--- src/rtl/fwdc_pkg.sv ---
// ----------------------------------------------------------------------------
// Fiscal week date code decoder package
// Calendar constants, stage payload types and small helper functions.
// ----------------------------------------------------------------------------
package fwdc_pkg;

  // Year codes above the pivot fall in the 1900s
  localparam int unsigned YEAR_BASE  = 1980;
  localparam int unsigned PIVOT      = 80;
  localparam int unsigned CENT_LO    = 1899;
  localparam int unsigned CENT_HI    = 1999;

  // July 1 of the base year is a Tuesday (Monday = 0)
  localparam int unsigned BASE_WD    = 1;
  localparam int unsigned SAT        = 5;
  localparam int unsigned SUN        = 6;

  // Days from March 1 to July 1
  localparam int unsigned MAR_TO_JUL = 122;
  localparam int unsigned DAYS_YEAR  = 365;

  // Code lengths that carry a date
  localparam logic [3:0]  LEN_SHORT  = 4'd4;
  localparam logic [3:0]  LEN_LONG   = 4'd5;

  // Month index counted from March; January is index 10
  localparam logic [3:0]  MI_JAN     = 4'd10;
  localparam int unsigned NUM_MONTHS = 12;

  typedef logic [6:0]  yidx_t;   // year minus base year, 0..99
  typedef logic [10:0] dnum_t;   // days from March 1 of the code year
  typedef logic [8:0]  doy_t;    // day within a March-based year

  // Word passed from the front stages to the date conversion stages
  typedef struct packed {
    logic  len_ok;
    yidx_t yidx;
    dnum_t dnum;
  } span_t;

  // Remainder by seven of a 7-bit value via reciprocal and one correction
  function automatic logic [2:0] mod7(input logic [6:0] v);
    logic [12:0] prod;
    logic [4:0]  q;
    logic [6:0]  r;
    prod = 13'(v) * 13'd36;
    q    = prod[12:8];
    r    = v - 7'(7'(q) * 7'd7);
    if (r >= 7'd7) begin
      r = r - 7'd7;
    end
    return r[2:0];
  endfunction

  // Leap test for base-relative year with low bits p, j years ahead
  function automatic logic leap_ahead(input logic [1:0] p, input logic [1:0] j);
    logic [1:0] s;
    s = p + j;
    return (s == 2'd0);
  endfunction

  // First day of each month within a March-based year
  function automatic doy_t month_start(input logic [3:0] mi);
    doy_t s;
    case (mi)
      4'd0:    s = 9'd0;
      4'd1:    s = 9'd31;
      4'd2:    s = 9'd61;
      4'd3:    s = 9'd92;
      4'd4:    s = 9'd122;
      4'd5:    s = 9'd153;
      4'd6:    s = 9'd184;
      4'd7:    s = 9'd214;
      4'd8:    s = 9'd245;
      4'd9:    s = 9'd275;
      4'd10:   s = 9'd306;
      4'd11:   s = 9'd337;
      default: s = 9'd0;
    endcase
    return s;
  endfunction

endpackage

--- src/rtl/fwdc_date_conv.sv ---
// ----------------------------------------------------------------------------
// Fiscal week date code decoder: day number to calendar date
// Two register stages: split off whole March-based years, then find the
// month and day. The second stage is the block's output register.
// ----------------------------------------------------------------------------
module fwdc_date_conv (
  input  logic              clk,
  input  logic              rst_n,
  input  logic              in_valid,
  output logic              in_ready,
  input  fwdc_pkg::span_t   in_span,
  output logic              out_valid,
  input  logic              out_ready,
  output logic              out_valid_res,
  output logic [11:0]       out_year,
  output logic [3:0]        out_month,
  output logic [4:0]        out_day
);

  // Year split stage
  logic                 c4_v_r;
  logic                 c4_ok_r;
  fwdc_pkg::yidx_t      c4_yidx_r;
  logic [1:0]           c4_nyr_r;
  fwdc_pkg::doy_t       c4_doy_r;
  logic [1:0]           c4_nyr_nxt;
  fwdc_pkg::doy_t       c4_doy_nxt;
  logic                 c4_rdy;

  // Output stage
  logic                 out_valid_r;
  logic                 out_res_r;
  logic [11:0]          out_year_r;
  logic [3:0]           out_month_r;
  logic [4:0]           out_day_r;
  logic [11:0]          out_year_nxt;
  logic [3:0]           out_month_nxt;
  logic [4:0]           out_day_nxt;
  logic                 c5_rdy;

  // Year split working signals
  logic [1:0]           p;
  logic                 l1, l2, l3;
  fwdc_pkg::dnum_t      cum1, cum2, cum3;

  // Month search working signals
  logic [3:0]           mi;
  fwdc_pkg::doy_t       dom;

  // Each stage loads when empty or when the next one moves
  assign c5_rdy   = !out_valid_r || out_ready;
  assign c4_rdy   = !c4_v_r || c5_rdy;
  assign in_ready = c4_rdy;

  // Lengths of the next three March-based years
  always_comb begin
    p    = in_span.yidx[1:0];
    l1   = fwdc_pkg::leap_ahead(p, 2'd1);
    l2   = fwdc_pkg::leap_ahead(p, 2'd2);
    l3   = fwdc_pkg::leap_ahead(p, 2'd3);
    cum1 = 11'(fwdc_pkg::DAYS_YEAR) + 11'(l1);
    cum2 = 11'(2 * fwdc_pkg::DAYS_YEAR) + 11'(l1) + 11'(l2);
    cum3 = 11'(3 * fwdc_pkg::DAYS_YEAR) + 11'(l1) + 11'(l2) + 11'(l3);
  end

  // Drop whole years off the day number
  always_comb begin
    if (in_span.dnum >= cum3) begin
      c4_nyr_nxt = 2'd3;
      c4_doy_nxt = 9'(in_span.dnum - cum3);
    end else if (in_span.dnum >= cum2) begin
      c4_nyr_nxt = 2'd2;
      c4_doy_nxt = 9'(in_span.dnum - cum2);
    end else if (in_span.dnum >= cum1) begin
      c4_nyr_nxt = 2'd1;
      c4_doy_nxt = 9'(in_span.dnum - cum1);
    end else begin
      c4_nyr_nxt = 2'd0;
      c4_doy_nxt = 9'(in_span.dnum);
    end
  end

  always_ff @(posedge clk) begin
    if (!rst_n) begin
      c4_v_r <= 1'b0;
    end else if (c4_rdy) begin
      c4_v_r <= in_valid;
    end
  end

  always_ff @(posedge clk) begin
    if (c4_rdy) begin
      c4_ok_r   <= in_span.len_ok;
      c4_yidx_r <= in_span.yidx;
      c4_nyr_r  <= c4_nyr_nxt;
      c4_doy_r  <= c4_doy_nxt;
    end
  end

  // Find the month by comparing against every month start
  always_comb begin
    mi = 4'd0;
    for (int i = 1; i < fwdc_pkg::NUM_MONTHS; i++) begin
      if (c4_doy_r >= fwdc_pkg::month_start(4'(i))) begin
        mi = 4'(i);
      end
    end
    dom = c4_doy_r - fwdc_pkg::month_start(mi) + 9'd1;
  end

  // Form the calendar fields; a bad length gives all zeros
  always_comb begin
    if (c4_ok_r) begin
      out_day_nxt   = dom[4:0];
      out_month_nxt = (mi < fwdc_pkg::MI_JAN) ? (mi + 4'd3) : (mi - 4'd9);
      out_year_nxt  = 12'(fwdc_pkg::YEAR_BASE) + 12'(c4_yidx_r) + 12'(c4_nyr_r)
                    + 12'(mi >= fwdc_pkg::MI_JAN);
    end else begin
      out_day_nxt   = '0;
      out_month_nxt = '0;
      out_year_nxt  = '0;
    end
  end

  always_ff @(posedge clk) begin
    if (!rst_n) begin
      out_valid_r <= 1'b0;
    end else if (c5_rdy) begin
      out_valid_r <= c4_v_r;
    end
  end

  always_ff @(posedge clk) begin
    if (c5_rdy) begin
      out_res_r   <= c4_ok_r;
      out_year_r  <= out_year_nxt;
      out_month_r <= out_month_nxt;
      out_day_r   <= out_day_nxt;
    end
  end

  assign out_valid     = out_valid_r;
  assign out_valid_res = out_res_r;
  assign out_year      = out_year_r;
  assign out_month     = out_month_r;
  assign out_day       = out_day_r;

endmodule

--- src/rtl/fiscal_week_date_code_decoder.sv ---
// ----------------------------------------------------------------------------
// Fiscal week date code decoder
// Turns a 4- or 5-digit fiscal week date code into a calendar date.
// ----------------------------------------------------------------------------
//
//   channel  handshake              word
//   -------  ---------------------  -----------------------------------------
//   in       in_valid / in_ready    code length and five 4-bit digits
//   out      out_valid / out_ready  length flag, year, month, day
//
// A word passes through five register stages on its way from acceptance
// to out_valid. One word is taken each cycle while out_ready stays high.
// A stall holds every occupied stage; empty stages keep filling, so up to
// five words are held. Reset clears only the stage valid bits.
//
module fiscal_week_date_code_decoder (
  input  logic        clk,
  input  logic        rst_n,
  input  logic        in_valid,
  output logic        in_ready,
  input  logic [3:0]  in_code_length,
  input  logic [3:0]  in_digit_a,
  input  logic [3:0]  in_digit_b,
  input  logic [3:0]  in_digit_c,
  input  logic [3:0]  in_digit_d,
  input  logic [3:0]  in_digit_e,
  output logic        out_valid,
  input  logic        out_ready,
  output logic        out_valid_res,
  output logic [11:0] out_year,
  output logic [3:0]  out_month,
  output logic [4:0]  out_day
);

  // Digit assembly stage
  logic              s1_v_r;
  logic              s1_ok_r;
  logic [7:0]        s1_yc_r;
  logic [7:0]        s1_week_r;
  logic [3:0]        s1_day_r;
  logic              s1_ok_nxt;
  logic [7:0]        s1_yc_nxt;
  logic [7:0]        s1_week_nxt;
  logic [3:0]        s1_day_nxt;
  logic              s1_rdy;

  // Year index and raw day offset stage
  logic              s2_v_r;
  logic              s2_ok_r;
  fwdc_pkg::yidx_t   s2_yidx_r;
  logic [6:0]        s2_wsum_r;
  logic [10:0]       s2_rel_r;
  fwdc_pkg::yidx_t   s2_yidx_nxt;
  logic [6:0]        s2_wsum_nxt;
  logic [10:0]       s2_rel_nxt;
  logic              s2_rdy;

  // Weekday adjust stage
  logic              s3_v_r;
  fwdc_pkg::span_t   s3_span_r;
  fwdc_pkg::span_t   s3_span_nxt;
  logic              s3_rdy;
  logic [2:0]        wd;
  logic [2:0]        adj;

  logic              conv_rdy;

  // Each stage loads when empty or when the next one moves
  assign s3_rdy   = !s3_v_r || conv_rdy;
  assign s2_rdy   = !s2_v_r || s3_rdy;
  assign s1_rdy   = !s1_v_r || s2_rdy;
  assign in_ready = s1_rdy;

  // Assemble year code, week and day from the digits
  always_comb begin
    s1_ok_nxt = (in_code_length == fwdc_pkg::LEN_SHORT) ||
                (in_code_length == fwdc_pkg::LEN_LONG);
    s1_yc_nxt = 8'(in_digit_a) * 8'd10 + 8'(in_digit_b);
    if (in_code_length == fwdc_pkg::LEN_LONG) begin
      s1_week_nxt = 8'(in_digit_c) * 8'd10 + 8'(in_digit_d);
      s1_day_nxt  = in_digit_e;
    end else begin
      s1_week_nxt = 8'(in_digit_c);
      s1_day_nxt  = in_digit_d;
    end
  end

  always_ff @(posedge clk) begin
    if (!rst_n) begin
      s1_v_r <= 1'b0;
    end else if (s1_rdy) begin
      s1_v_r <= in_valid;
    end
  end

  always_ff @(posedge clk) begin
    if (s1_rdy) begin
      s1_ok_r   <= s1_ok_nxt;
      s1_yc_r   <= s1_yc_nxt;
      s1_week_r <= s1_week_nxt;
      s1_day_r  <= s1_day_nxt;
    end
  end

  // Map the year code onto the base year; start the weekday sum
  always_comb begin
    if (s1_yc_r > 8'(fwdc_pkg::PIVOT)) begin
      s2_yidx_nxt = 7'(s1_yc_r - 8'(fwdc_pkg::YEAR_BASE - fwdc_pkg::CENT_LO));
    end else begin
      s2_yidx_nxt = 7'(s1_yc_r + 8'(fwdc_pkg::CENT_HI - fwdc_pkg::YEAR_BASE));
    end
    // each year moves July 1 one weekday on, each leap day one more
    s2_wsum_nxt = 7'(fwdc_pkg::BASE_WD) + s2_yidx_nxt + {2'b00, s2_yidx_nxt[6:2]};
    s2_rel_nxt  = 11'(s1_week_r) * 11'd7 + 11'(s1_day_r);
  end

  always_ff @(posedge clk) begin
    if (!rst_n) begin
      s2_v_r <= 1'b0;
    end else if (s2_rdy) begin
      s2_v_r <= s1_v_r;
    end
  end

  always_ff @(posedge clk) begin
    if (s2_rdy) begin
      s2_ok_r   <= s1_ok_r;
      s2_yidx_r <= s2_yidx_nxt;
      s2_wsum_r <= s2_wsum_nxt;
      s2_rel_r  <= s2_rel_nxt;
    end
  end

  // Advance July 1 to the first Saturday; count days from March 1
  always_comb begin
    wd  = fwdc_pkg::mod7(s2_wsum_r);
    adj = (wd == 3'(fwdc_pkg::SUN)) ? 3'(fwdc_pkg::SUN) : (3'(fwdc_pkg::SAT) - wd);
    s3_span_nxt.len_ok = s2_ok_r;
    s3_span_nxt.yidx   = s2_yidx_r;
    // week and day each count from one, hence the eight days taken off
    s3_span_nxt.dnum   = s2_rel_r + 11'(adj) + 11'(fwdc_pkg::MAR_TO_JUL - 8);
  end

  always_ff @(posedge clk) begin
    if (!rst_n) begin
      s3_v_r <= 1'b0;
    end else if (s3_rdy) begin
      s3_v_r <= s2_v_r;
    end
  end

  always_ff @(posedge clk) begin
    if (s3_rdy) begin
      s3_span_r <= s3_span_nxt;
    end
  end

  // Day number to calendar date, with the output register
  fwdc_date_conv u_conv (
    .clk           (clk),
    .rst_n         (rst_n),
    .in_valid      (s3_v_r),
    .in_ready      (conv_rdy),
    .in_span       (s3_span_r),
    .out_valid     (out_valid),
    .out_ready     (out_ready),
    .out_valid_res (out_valid_res),
    .out_year      (out_year),
    .out_month     (out_month),
    .out_day       (out_day)
  );

endmodule

--- config.mk ---
export PLATFORM = sky130hd
export DESIGN_NAME = fiscal_week_date_code_decoder
export DESIGN_NICKNAME = d
export VERILOG_FILES = /design/src/rtl/fwdc_pkg.sv /design/src/rtl/fwdc_date_conv.sv /design/src/rtl/fiscal_week_date_code_decoder.sv
export SDC_FILE = /design/constraint.sdc
export NUM_CORES = 1
export LEC_CHECK = 0
export ABC_AREA = 1
export BUFFER_PORTS_ARGS = -buffer_cell sky130_fd_sc_hd__buf_2
export CORE_MARGIN = 5
export CORE_UTILIZATION = 30
export CTS_CLUSTER_DIAMETER = 200
export DETAILED_ROUTE_END_ITERATION = 6
export PLACE_DENSITY = 0.54
export REMOVE_ABC_BUFFERS = 1
export SLEW_MARGIN = 20
export SYNTH_ARGS = -nofsm -noshare
export SYNTH_HDL_FRONTEND = slang
export SYNTH_HIERARCHICAL = 1
export SYNTH_SLANG_ARGS = --single-unit
--- constraint.sdc ---
create_clock -name clk -period 8.3 [get_ports clk]
set_input_delay 1.66 -clock clk [delete_from_list [all_inputs] [get_ports clk]]
set_output_delay 1.66 -clock clk [all_outputs]
set_load 0.03 [all_outputs]
==> results.yml <==
timing:
  max-slew-margin-rel_pct: 37.3
  fin_setup_tns_ps: 0
  setup_viol: 0
  final_max_slew_viol_count: 0
  whs_ps: 421
  worstMarginPinSlew_ps: 939
  timing.fmax_mhz: 159
  rsz0062_at_grt: "false"
  fin_crit_ps: 6270
  finalHoldViolCount: 0
  finalClockSkew_ps: 6.47
  min_period_over_period_pct: 75.6
critical_path:
  critPathSlowestCell: "fa_1"
  crit_required_ps: 8400
  crit_family: "adder cells"
  crit_path_max_fanout: 6
  crit_type: "register to register"
  cp-start-kind: "register"
  end_kind: "register"
  worst_path_most_repeated_cell: "nand2_1"
  crit_buf_inv: 3
  arrival_ps: 6380
  max_stage_delay_ps: 460
routing:
  via_per_inst: 4.33
  num_vias: 5871
  ant_nets: 0
  routedWlPerCell_microns: 10.8
  drcViolationCount: 0
  totalWireLength_mm: 14.7
  dr.first_iter.drc_count: 277
  firstDrtPassIters: 4
synth:
  ys.warnings.count: 6
  synthArstFlopShare_pct: 0
  netlist_instances: 924
  synth_compound_area_share_pct: 9.81
  synth.distinct_cells: 46
  syn_area_sq_um: 8480
  synth_top_family_by_area: "adder cells"
  synthSimpleGateAreaFrac_pct: 15.7
  synthMuxAreaShare_pct: 0
  synth_fa_ha_area_share_pct: 20.5
  avgSynthCellArea_sq_um: 9.18
  synth_edf_count: 107
  ys_seq_area_share_pct: 39.1
  synth_ff_type: "edfxtp_1"
  synth.ff_latch_count: 112
  synth-xor-area-share_pct: 6.77
floorplanning:
  core-area_sq_um: 27900
  fp.dieW_microns: 178
  die_h_microns: 178
  start_util_pct: 30.4
  die_area_sq_um: 31700
  rows: 61
  io_pins: 52
global_routing:
  grt_usage_pct: 9.72
  grt_max_degree: 27
  grt_antenna_before_repair: 1
  overflow: 0
  grt_pass1_wl_mm: 25.3
  grt_pass1_vias: 5677
clock_tree:
  clk_pin_slew_ps: 70
  cts_hold_buffers: 0
  clockBufferDepth: 2
  clockRootBuffer: "clkbuf_16"
  h-tree-depth: 3
  ctsResizeCount: 0
  cts_tree: "built"
  clock_latency_ps: 350
  cts_setup_buffers: 0
  cts-buffers-inserted: 9
  cts_sinks: 112
placement:
  dpl.hpwl_mm: 12.1
  port-buffer-count: 51
  routabilityCongestion: 0.804
  numPlacedInstances: 1342
min_path:
  hold_class: "register to register"
run:
  drv_cap: 0
cells_and_area:
  nets: 1126
  layout_common_cells: "158 x nand2_1, 157 x inv_1, 107 x edfxtp_1, 96 x ha_1, 52 x nor2_1"
  area_growth_pct: 11.6
  fin_cells: 1357
  final_common_cell: "nand2_1"
  fillCellCount: 2843
  antenna_cells: 0
  drive_above_1_share_pct: 11.3
run_status:
  status: "finished, final reports clean"
[layout make-up]
class	instances	area, sq um	area share, %
clock inverter	4	78.8	0.833
tap	378	473	5.00
multi-input combinational	633	4480	47.3
clock buffer	11	233	2.46
timing repair buffer	51	255	2.70
inverter	168	631	6.66
sequential	112	3310	35.0
[worst register-to-register path: cells and delay by family (launching register included)]
kind	cells	cell delay (ps)
AO/OA/AOI/OAI	4	640
flip-flops	1	440
buffers and inverters	3	150
adder cells (fa/ha/maj)	7	2520
XOR/XNOR	4	840
AND/OR/NAND/NOR	18	1430
[per-layer routing]
metal | vias up | part of all wire [%] | global-route usage, %
li1 | 3156 | - | -
met1 | 2614 | 48 | 12.5
met2 | 87 | 46 | 16.3
met3 | 12 | 4.3 | 2.23
met4 | 2 | 1.3 | 3.03
met5 | - | 0.048 | 0
[synth_stat cells, drive strengths merged, types with 11 or more instances]
library cell  instances  area share [%]
a21o                 11            0.97
o21ai                64             4.0
nand3                46             3.0
ha                   96              14
edfxtp              107              38
a21oi                50             3.2
fa                   27             6.4
xor2                 47             5.1
inv                 166             7.3
nor2                 59             2.9
xnor2                16             1.7
nand2               169             7.8
[path summary, 6_finish.rpt]
kind              depth (start not counted)             endpoint  slack, ps           from
setup reg to reg                         36         s3_span_r[9]       2030   s2_wsum_r[5]
setup / recovery                         36         s3_span_r[9]       2030   s2_wsum_r[5]
hold reg to reg                           0  u_conv/c4_yidx_r[3]        420  s3_span_r[14]
hold / removal                            0  u_conv/c4_yidx_r[3]        420  s3_span_r[14]
[cells by family (layout without fill, tap and decap cells)]
logic type,count (synthesis),count (layout)
buffers and inverters,179,234
and+or+nand+nor,303,303
AOI/OAI and AO/OA,144,144
xor gates and xnor gates,63,63
adders and majority gates,123,123
DFF,112,112
[registers in the layout, summed over array words and instances (netlist names)]
| name | cells |
|---|---|
| s2_ok_r | 1 |
| u_conv/c4_v_r | 1 |
| s2_rel_r | 11 |
| s2_yidx_r | 7 |
| s1_week_r | 8 |
| s1_yc_r | 8 |
| u_conv/c4_ok_r | 1 |
| s1_day_r | 4 |
| u_conv/out_month | 4 |
| u_conv/c4_doy_r | 9 |
| u_conv/out_valid_res | 1 |
| s3_span_r | 19 |
| s1_v_r | 1 |
| s3_v_r | 1 |
| u_conv/out_year | 12 |
| u_conv/out_day | 5 |
| u_conv/out_valid | 1 |
| u_conv/c4_yidx_r | 7 |
| s2_v_r | 1 |
| u_conv/c4_nyr_r | 2 |
| s1_ok_r | 1 |
| s2_wsum_r | 7 |
[per-stage QoR]
stage	util, %	worst slack [ps]	area (sq um)
after detailed placement	32.8	2020	9150
after CTS	34.0	1980	9460
after global routing	34.0	1410	9460
after floorplan	-	2520	8420
final	34.0	2030	9460
after global placement	32.8	2050	9150
Power is left out: the tool's default activity adds up to more than one toggle a clock period on the data nets, which glitch-free logic cannot reach.
